[src/design/arl_pkg.sv]
// ----------------------------------------------------------------------------
// Address range lookup package
// Shared types and codes for the address range table and its cells.
// ----------------------------------------------------------------------------
package arl_pkg;

  // Default number of table entries (one cell per entry).
  localparam int TABLE_ENTRIES_DEF = 16;

  // Operation codes carried in the opcode field.
  localparam logic OP_INSERT = 1'b0;
  localparam logic OP_LOOKUP = 1'b1;

  // Result status codes.
  localparam logic [2:0] ST_INSERTED  = 3'd0;
  localparam logic [2:0] ST_DUPLICATE = 3'd1;
  localparam logic [2:0] ST_FULL      = 3'd2;
  localparam logic [2:0] ST_HIT       = 3'd3;
  localparam logic [2:0] ST_MISS      = 3'd4;

  // Input beat.
  typedef struct packed {
    logic        opcode;
    logic [63:0] addr;
    logic [63:0] range_limit;
    logic [15:0] region_tag;
  } arl_in_t;

  // Result beat.
  typedef struct packed {
    logic [2:0]  status;
    logic [15:0] hit_tag;
    logic [63:0] hit_start;
    logic [63:0] hit_end;
    logic [63:0] hit_offset;
  } arl_out_t;

  // Token that walks down the row of cells, gathering search results.
  typedef struct packed {
    logic        vld;
    arl_in_t     item;
    logic        dup;
    logic        free_found;
    logic        best_found;
    logic [63:0] best_start;
    logic [63:0] best_end;
    logic [15:0] best_tag;
  } arl_tok_t;

  // Entry write broadcast to all cells; the target index travels beside it.
  typedef struct packed {
    logic        en;
    logic [63:0] start;
    logic [63:0] limit;
    logic [15:0] tag;
  } arl_wr_t;

endpackage

[src/design/arl_cell.sv]
// ----------------------------------------------------------------------------
// Address range table cell
// Holds one table entry and advances the search token by one position.
// ----------------------------------------------------------------------------
module arl_cell #(
  parameter int IDX_W         = 4,
  parameter int CELL_IDX      = 0
) (
  input  logic                clk,
  input  logic                rst_n,
  input  arl_pkg::arl_tok_t   tok_i,
  input  logic [IDX_W-1:0]    free_idx_i,
  output arl_pkg::arl_tok_t   tok_o,
  output logic [IDX_W-1:0]    free_idx_o,
  input  arl_pkg::arl_wr_t    wr_i,
  input  logic [IDX_W-1:0]    wr_idx_i
);
  import arl_pkg::*;

  localparam logic [IDX_W-1:0] MY_IDX = IDX_W'(CELL_IDX);

  logic             valid_r;
  logic [63:0]      start_r;
  logic [63:0]      end_r;
  logic [15:0]      tag_r;
  arl_tok_t         tok_r;
  arl_tok_t         tok_nxt;
  logic [IDX_W-1:0] free_idx_r;
  logic [IDX_W-1:0] free_idx_nxt;
  logic             same_start;
  logic             better;

  // Compare the stored entry against the passing token.
  always_comb begin
    same_start   = valid_r && (start_r == tok_i.item.addr);
    better       = valid_r && (start_r <= tok_i.item.addr) &&
                   (!tok_i.best_found || (start_r > tok_i.best_start));
    tok_nxt      = tok_i;
    free_idx_nxt = free_idx_i;
    if (tok_i.item.opcode == OP_INSERT) begin
      if (same_start) begin
        tok_nxt.dup = 1'b1;
      end
      // The lowest free index wins, so only the first free cell claims it.
      if (!valid_r && !tok_i.free_found) begin
        tok_nxt.free_found = 1'b1;
        free_idx_nxt       = MY_IDX;
      end
    end else if (better) begin
      tok_nxt.best_found = 1'b1;
      tok_nxt.best_start = start_r;
      tok_nxt.best_end   = end_r;
      tok_nxt.best_tag   = tag_r;
    end
  end

  // Token stage toward the next cell.
  always_ff @(posedge clk) begin
    if (!rst_n) begin
      tok_r.vld <= 1'b0;
    end else begin
      tok_r.vld <= tok_nxt.vld;
    end
    tok_r.item       <= tok_nxt.item;
    tok_r.dup        <= tok_nxt.dup;
    tok_r.free_found <= tok_nxt.free_found;
    tok_r.best_found <= tok_nxt.best_found;
    tok_r.best_start <= tok_nxt.best_start;
    tok_r.best_end   <= tok_nxt.best_end;
    tok_r.best_tag   <= tok_nxt.best_tag;
    free_idx_r       <= free_idx_nxt;
  end

  // Entry storage, written by the end of the row when an insert commits.
  always_ff @(posedge clk) begin
    if (!rst_n) begin
      valid_r <= 1'b0;
    end else if (wr_i.en && (wr_idx_i == MY_IDX)) begin
      valid_r <= 1'b1;
    end
    if (wr_i.en && (wr_idx_i == MY_IDX)) begin
      start_r <= wr_i.start;
      end_r   <= wr_i.limit;
      tag_r   <= wr_i.tag;
    end
  end

  assign tok_o      = tok_r;
  assign free_idx_o = free_idx_r;

endmodule

[config.mk]
export PLATFORM = sky130hd
export DESIGN_NAME = arl_cell
export DESIGN_NICKNAME = d
export VERILOG_FILES = /design/src/design/arl_pkg.sv /design/src/design/arl_cell.sv
export SDC_FILE = /design/constraint.sdc
export NUM_CORES = 1
export LEC_CHECK = 0
export ABC_AREA = 1
export BUFFER_PORTS_ARGS = -buffer_cell sky130_fd_sc_hd__buf_2
export CAP_MARGIN = 40
export CORE_AREA = 2 2 289 291
export DETAILED_ROUTE_END_ITERATION = 8
export DIE_AREA = 0 0 291 293
export PLACE_DENSITY = 0.52
export SLEW_MARGIN = 30
export SYNTH_ARGS = -nofsm -noshare
export SYNTH_HDL_FRONTEND = slang
export SYNTH_SLANG_ARGS = --single-unit
[constraint.sdc]
create_clock -name clk -period 31.5 [get_ports clk]
set_input_delay 6.3 -clock clk [delete_from_list [all_inputs] [get_ports clk]]
set_output_delay 6.3 -clock clk [all_outputs]
set_load 0.02 [all_outputs]
Yosys cells after proc, flatten, opt, wreduce, memory -nomap -nowiden
Cells that the tools add are included.
{"block": "op_classes", "mux": 7, "n_eq_ne": 1, "n_lt_le_gt_ge": 2, "reduce_logical": 10}
{"op": "145-bit 2-to-1 mux", "n": 2}
{"op": "64-bit equality test", "n": 1}
{"op": "64-bit greater-than comparator", "n": 1}
{"op": "64-bit less-or-equal comparator", "n": 1}
{"op": "4-bit 2-to-1 mux", "n": 2}
{"op": "1-bit logical AND", "n": 5}
{"op": "4-bit logical NOT", "n": 1}
{"op": "1-bit logical NOT", "n": 3}
{"op": "1-bit 2-to-1 mux", "n": 2}
{"op": "2-bit 2-to-1 mux", "n": 1}
{"op": "1-bit logical OR", "n": 1}
{"block": "totals", "register_bits": 442, "inputBits": 448, "output_inout_bits": 297, "elab_cells": 36}

Longest topological paths before layout
Gate-level depths: netlist of run 1.
{"block": "depth", "ltp_word": 5, "depth_mapped": 22, "mapped_depth_nobuf": 20}

Least setup slack after synthesis of run 1
No wires, ideal clock.
{"block": "synth_timing", "path_type": "input to register", "start": "input wr_idx_i[1]", "end": "register end_r[0] (enable)", "setup_ns": 0.828, "arrival_time_ns": 16.278, "cell_stages": 1, "path_slack_ns": 14.394, "required_ns": 30.672, "n_path_buf": 0, "path_cell_list": "nor3_1"}
{"block": "synth_between", "elab_chain_len": 2}
{"item": "start, declared", "line": "arl_cell.sv:16", "source": "input logic [IDX_W-1:0] wr_idx_i"}
{"item": "4-bit logical NOT", "line": "arl_cell.sv:81", "source": "if (wr_i.en && (wr_idx_i == MY_IDX)) begin"}
{"item": "1-bit logical AND", "line": "arl_cell.sv:81"}
{"item": "end signal, assigned", "line": "arl_cell.sv:83", "source": "end_r <= wr_i.limit;"}
{"item": "end, declared", "line": "arl_cell.sv:24", "source": "logic [63:0] end_r;"}
No other way between the ends.
A chain may end at the register's enable or synchronous reset.

==> results of run 1 <==
## synthesized netlist by cell type, drive strengths merged (3+ instances only)
cell type | instances | area, sq um
a21oi | 61 | 309.1
buf | 37 | 200.2
clkbuf | 9 | 33.78
dfxtp | 298 | 5966
edfxtp | 144 | 4324
ha | 128 | 1602
inv | 156 | 585.6
nand2 | 415 | 1563
nand3 | 153 | 765.7
nand4 | 11 | 68.82
nor2 | 37 | 138.9
nor3 | 7 | 35.03
nor4 | 3 | 31.28
o21a | 7 | 52.55
o21ai | 15 | 75.07
o21bai | 3 | 22.52
## metal layers
metal  vias up  GRT usage, %  wire length (um)
met4        18         3.817              1321
met5         -             0               115
met1      5675         14.33             22180
met2       485         22.55             28340
li1       6432             -                 -
met3        86         4.735              4983
## per-stage QoR
stage	power, mW	area [sq um]	hold WS, ns	utilization (%)	std cells
2_1_floorplan	0.6943	15810	0.4490	-	1488
3_3_place_gp	0.7616	20730	0.4532	25.33	3264
3_5_place_dp	0.7628	20800	0.4576	25.41	3269
4_1_cts	1.379	22520	0.4582	27.51	3365
5_1_grt	1.415	22550	0.4768	27.55	3369
6_report	1.353	22560	0.4572	27.56	3372
## worst paths after layout
check	to	cells past startpoint
worst max register to register	tok_o[20]$_DFF_P_	12
worst min-delay path	tok_o[8]$_DFF_P_	2
worst min register to register	tok_o[8]$_DFF_P_	2
worst max-delay path	tok_o[20]$_DFF_P_	14
## report_power, final
part / total [mW] / switching [mW] / internal (mW) / leakage (nW)
logic: 0.128 / 0.0784 / 0.0492 / 6.59
clock network: 0.605 / 0.246 / 0.359 / 0.839
registers: 0.621 / 0.00769 / 0.613 / 3.81
total: 1.35 / 0.332 / 1.02 / 11.2
## flip-flops by register name, indices dropped and copies added (netlist names)
register,flops
tok_o,293
end_r,64
start_r,64
tag_r,16
free_idx_o,4
valid_r,1
## cell families (layout without fill, tap and decap cells)
family                   after synthesis  count (layout)  share of synthesized area, %
buffers and inverters                202            1010                         5.185
AND/OR/NAND/NOR                      628             628                         16.58
adder cells (fa/ha/maj)              128             128                         10.13
AO/OA/AOI/OAI                         88              88                         2.992
other                                  0               6                             0
flip-flops                           442             442                         65.10
## final cells by class
class,count,area (sq um),share of cell area [%]
flip-flops and latches,442,10290,45.61
multi-input cells,844,4736,20.99
repair buffers,758,3874,17.17
clock buffers,76,1473,6.528
well taps,1070,1339,5.935
inverters,156,585.6,2.596
clock inverters,20,247.7,1.098
diodes,6,15.01,0.06656
## critical path, delay by kind of cell
kind          cells  cell delay (ns)
fa+ha+maj         1             0.28
simple gates     10             2.53
buf+inv           3             0.87
==> out/results.ini, run 1 <==
[global_route]
grt_usage_pct=12.79
grt_first_pass_wirelength_um=81160
overflow=0
grt_pass1_vias=12812
grt_max_degree=82
antenna_found_initial=15

[layout]
layout.nets=2829
drive_above_1_share_pct=36.63
layout_common_cells=747 x buf_2, 413 x nand2_1, 298 x dfxtp_1
area_delta_synth_final_pct=42.73
final_common_cell=buf_2
n_fill_cell=8776

[timing]
slew_headroom_pct=45.40
tns_ns=0
report.final.slew_viol_count=0
fin_skew_ns=0.01967
worstMarginPinSlew_ns=0.8189
clock.fmax_mhz=104.2
final-setup-viol-count=0
rsz0062_at_grt=false
setup_ws_ns=21.90
hold_viol_final=0
period_share_pct=30.46
layout_min_cycle_time_ns=9.596

[pwr]
p_per_area_nw_per_um2=60.00
irDropWorstVdd_v=0.00003919
power.leakage_nw=11.24

[worst_setup_path]
reg2reg_slack_ns=27.30
critPathRequiredTime_ns=32.04
path_max_fanout=81
critPathMaxStageDelay_ns=0.71
r2r-start=start_r[47]$_DFFE_PP_
path_class=in -> reg
crit_start=tok_i[111]
crit_path_end_kind=register
crit_chain=buf_2, inv_1, ha_1, nand2_1, nor2_1, nand2_1, nor4_2, nand4_1, nand2_1, nand2_8, nand2_8, buf_4, nand2_1, nand2_1
cp.arrival_ns=10.14
cp-start-kind=input pin
cp_common_cell=nand2_1
crit_path_top_delay_cell=buf_4

[floorplanning]
dieArea_sq_um=85260
start_util_pct=19.31
die_y_um=293
rows=105
die_w_um=291
coreArea_sq_um=81850
io_pins=745

[synth]
synth_edf_count=144
avgSynthCellArea_sq_um=10.62
yosysSeqAreaShare_pct=65.10
synth.cell_area_sq_um=15810
ys_seq_elements=442
async_flop_share_pct=0
syn-instance-count=1488
yosysWarnings=0
synth_ff_type=dfxtp_1
syn-num-nets=2064
ys_types=26

[detailed_routing]
routedWlPerCell_um=16.89
drc=0
postRouteWirelength_um=56940
drt_iter0_drc=491
dr_total_vias=12696
via_per_inst=3.765
dr.pass1.iters=5
ant_nets=0

[clock_tree]
cts_tree=built
cts-root-buf=clkbuf_16
cts_buffers=51
postCtsHoldBufs=0
worstSkewPairLatency_ns=0.60
ctsHtreeMaxLevel=2
clockBufferDepth=3
clk_pin_slew_ns=0.06
cts_sinks=442
post_cts_buffers=0
post_cts_resized=0

[placement]
port_buffers=744
place_ws_ns=21.17
dp_hpwl_um=45430
place.gp.congestion=0.8058

[hold_path]
worstHoldStart=tag_r[8]$_DFFE_PP_
hold_path.class=reg -> reg

[flow_run]
max_cap_violations=0

[run_status]
status=finished, final reports clean

No activity file was read; power rests on OpenSTA's default activity.
==> run 2, diff against run 1 <==
--- a/config.mk
+++ b/config.mk
@@ -11,7 +11,7 @@
 export CORE_AREA = 2 2 289 291
 export DETAILED_ROUTE_END_ITERATION = 8
 export DIE_AREA = 0 0 291 293
-export PLACE_DENSITY = 0.52
+export PLACE_DENSITY = 0.53
 export SLEW_MARGIN = 30
 export SYNTH_ARGS = -nofsm -noshare
 export SYNTH_HDL_FRONTEND = slang
==> constraint.sdc (replaced) <==
create_clock -name clk -period 8.4 [get_ports clk]
set_input_delay 1.68 -clock clk [delete_from_list [all_inputs] [get_ports clk]]
set_output_delay 1.68 -clock clk [all_outputs]
set_load 0.02 [all_outputs]
==> run 2 against run 1 <==
Global-route usage is 0.15 points lower. Design area is 0.27% lower. Non-clock buffer count is 4 lower. Total power grew to 3.7 times the previous value. Combinational power grew to 3.7 times the previous value. Hold slack better by 0.011 ns. Critical path type unchanged.
==> out/results.ini, run 2 (same netlist as run 1, synthesis figures left out) <==
[timing]
period_share_pct=59.06
fin_skew_ns=0.02254  ; +0.002869 ns
report.final.slew_viol_count=0  ; unchanged
hold_viol_final=0  ; unchanged
holdWs_ns=0.4678  ; +0.01058 ns
rsz0062_at_grt=false
final-setup-viol-count=0  ; unchanged
layout_min_cycle_time_ns=4.961
clock.fmax_mhz=201.6
worstMarginPinSlew_ns=0.8193  ; +0.0003273 ns
slew_headroom_pct=45.38  ; about the same
tns_ns=0  ; unchanged

[global_route]
grt_max_degree=93  ; +13%
grt_pass1_vias=12761  ; -0.40%
overflow=0  ; unchanged
grt_first_pass_wirelength_um=80540  ; -0.77%
antenna_found_initial=17  ; +2
grt_usage_pct=12.64  ; -0.15 points

[flow_run]
max_cap_violations=0  ; unchanged

[floorplanning]
rows=105  ; unchanged
die_y_um=293  ; unchanged
io_pins=745  ; unchanged
start_util_pct=19.31  ; unchanged
die_w_um=291  ; unchanged
coreArea_sq_um=81850  ; unchanged
dieArea_sq_um=85260  ; unchanged

[worst_setup_path]
crit_path_end_kind=register
crit_start=tok_i[135]
critPathRequiredTime_ns=8.91  ; -23.13 ns
path_max_fanout=92  ; +14%
path_class=in -> reg
cp-start-kind=input pin
cp.arrival_ns=5.47  ; -4.67 ns
r2r-start=start_r[55]$_DFFE_PP_

[clock_tree]
postCtsHoldBufs=0  ; unchanged
post_cts_buffers=0  ; unchanged
post_cts_resized=0  ; unchanged
worstSkewPairLatency_ns=0.59  ; about the same
cts-root-buf=clkbuf_16
ctsHtreeMaxLevel=2  ; unchanged
clk_pin_slew_ns=0.06  ; about the same
cts_buffers=49  ; -3.9%
cts_tree=built
cts_sinks=442  ; unchanged
clockBufferDepth=3  ; unchanged

[layout]
layout.nets=2823  ; -0.21%
largest_register_ffs=293  ; unchanged
final_common_cell=buf_2
layout_common_cells=744 x buf_2, 413 x nand2_1, 298 x dfxtp_1
final_cells=3363  ; -0.27%
drive_above_1_share_pct=36.89  ; +0.26 points
area_delta_synth_final_pct=42.35

[pwr]
p_int_mw=3.779  ; +270%
p_switching_mw=1.247  ; +280%
total_power_mw=5.026  ; +270%
combPwrFrac_pct=9.5  ; about the same
irDropWorstVdd_v=0.0001500  ; +280%
clkPwrFrac_pct=44.1  ; -0.6 points
p_seq_share_pct=46.3  ; +0.4 points
p_sw_share_pct=24.82  ; +0.29 points
p_per_area_nw_per_um2=223.4  ; +270%
power.leakage_nw=11.21  ; -0.24%

[detailed_routing]
ant_nets=0  ; unchanged
via_per_inst=3.762  ; about the same
dr_total_vias=12652  ; -0.35%
postRouteWirelength_um=56250  ; -1.2%
drc=0  ; unchanged
routedWlPerCell_um=16.73  ; -0.94%
dr.pass1.iters=4  ; -1
drt_iter0_drc=471  ; -4.1%

[hold_path]
hold_path.class=reg -> reg
worstHoldStart=tag_r[3]$_DFFE_PP_

[run_status]
status=finished, final reports clean

[placement]
dp_cells=3266  ; -0.092%
port_buffers=744  ; unchanged
dp_hpwl_um=44630  ; -1.8%
place.gp.congestion=0.8033  ; -0.31%

-- run 2: stage by stage --
stage          instance area, sq um  util, %  setup WS (ns)
6_report                      22500    27.49          3.439
4_1_cts                       22490    27.47          3.449
5_1_grt                       22490    27.48          3.160
3_5_place_dp                  20790    25.40          2.827
3_3_place_gp                  20740    25.34          2.728
2_1_floorplan                 15810        -         0.4734
-- run 2: final cells by class --
class / count / area (sq um)
fillers: 8742 / 59350
clock buffers: 62 / 1378
diodes: 5 / 12.51
multi-input cells: 844 / 4747
inverters: 156 / 585.6
clock inverters: 30 / 316.6
repair buffers: 754 / 3831
well taps: 1070 / 1339
flip-flops and latches: 442 / 10290
-- run 2: worst paths after layout --
path,endpoint,slack [ns],cells after the start
hold / removal,tok_o[3]$_DFF_P_,0.47,2
hold reg to reg,tok_o[3]$_DFF_P_,0.47,2
setup reg to reg,tok_o[133]$_DFF_P_,4.18,12
setup / recovery,tok_o[133]$_DFF_P_,3.44,14
-- run 2: critical path: stages --
cell and delay, ns:
buf_2 0.09, inv_1 0.08, ha_1 0.30, nand2_1 0.09
nor4_1 0.43, nand2_1 0.15, nor2_1 0.47, nand4_1 0.15
nand2_1 0.20, nand2_8 0.32, nand2_8 0.63, buf_16 0.33
nand2_1 0.11, nand2_1 0.08
-- run 2: metal layers --
layer	up-vias	track usage [%]	routed length, um
met3	76	4.539	4557
met5	-	0	84
li1	6410	-	-
met2	457	22.73	28370
met4	14	3.602	1284
met1	5695	13.96	21960
-- run 2: power groups by stage --
| stage | Combinational (mW) | Clock, mW | Sequential [mW] |
|---|---|---|---|
| 6_report | 0.479 | 2.22 | 2.33 |
| 5_1_grt | 0.530 | 2.38 | 2.34 |
| 4_1_cts | 0.489 | 2.30 | 2.33 |
| 3_5_place_dp | 0.487 | 0 | 2.38 |
| 3_3_place_gp | 0.482 | 0 | 2.38 |
| 2_1_floorplan | 0.129 | 0 | 2.47 |
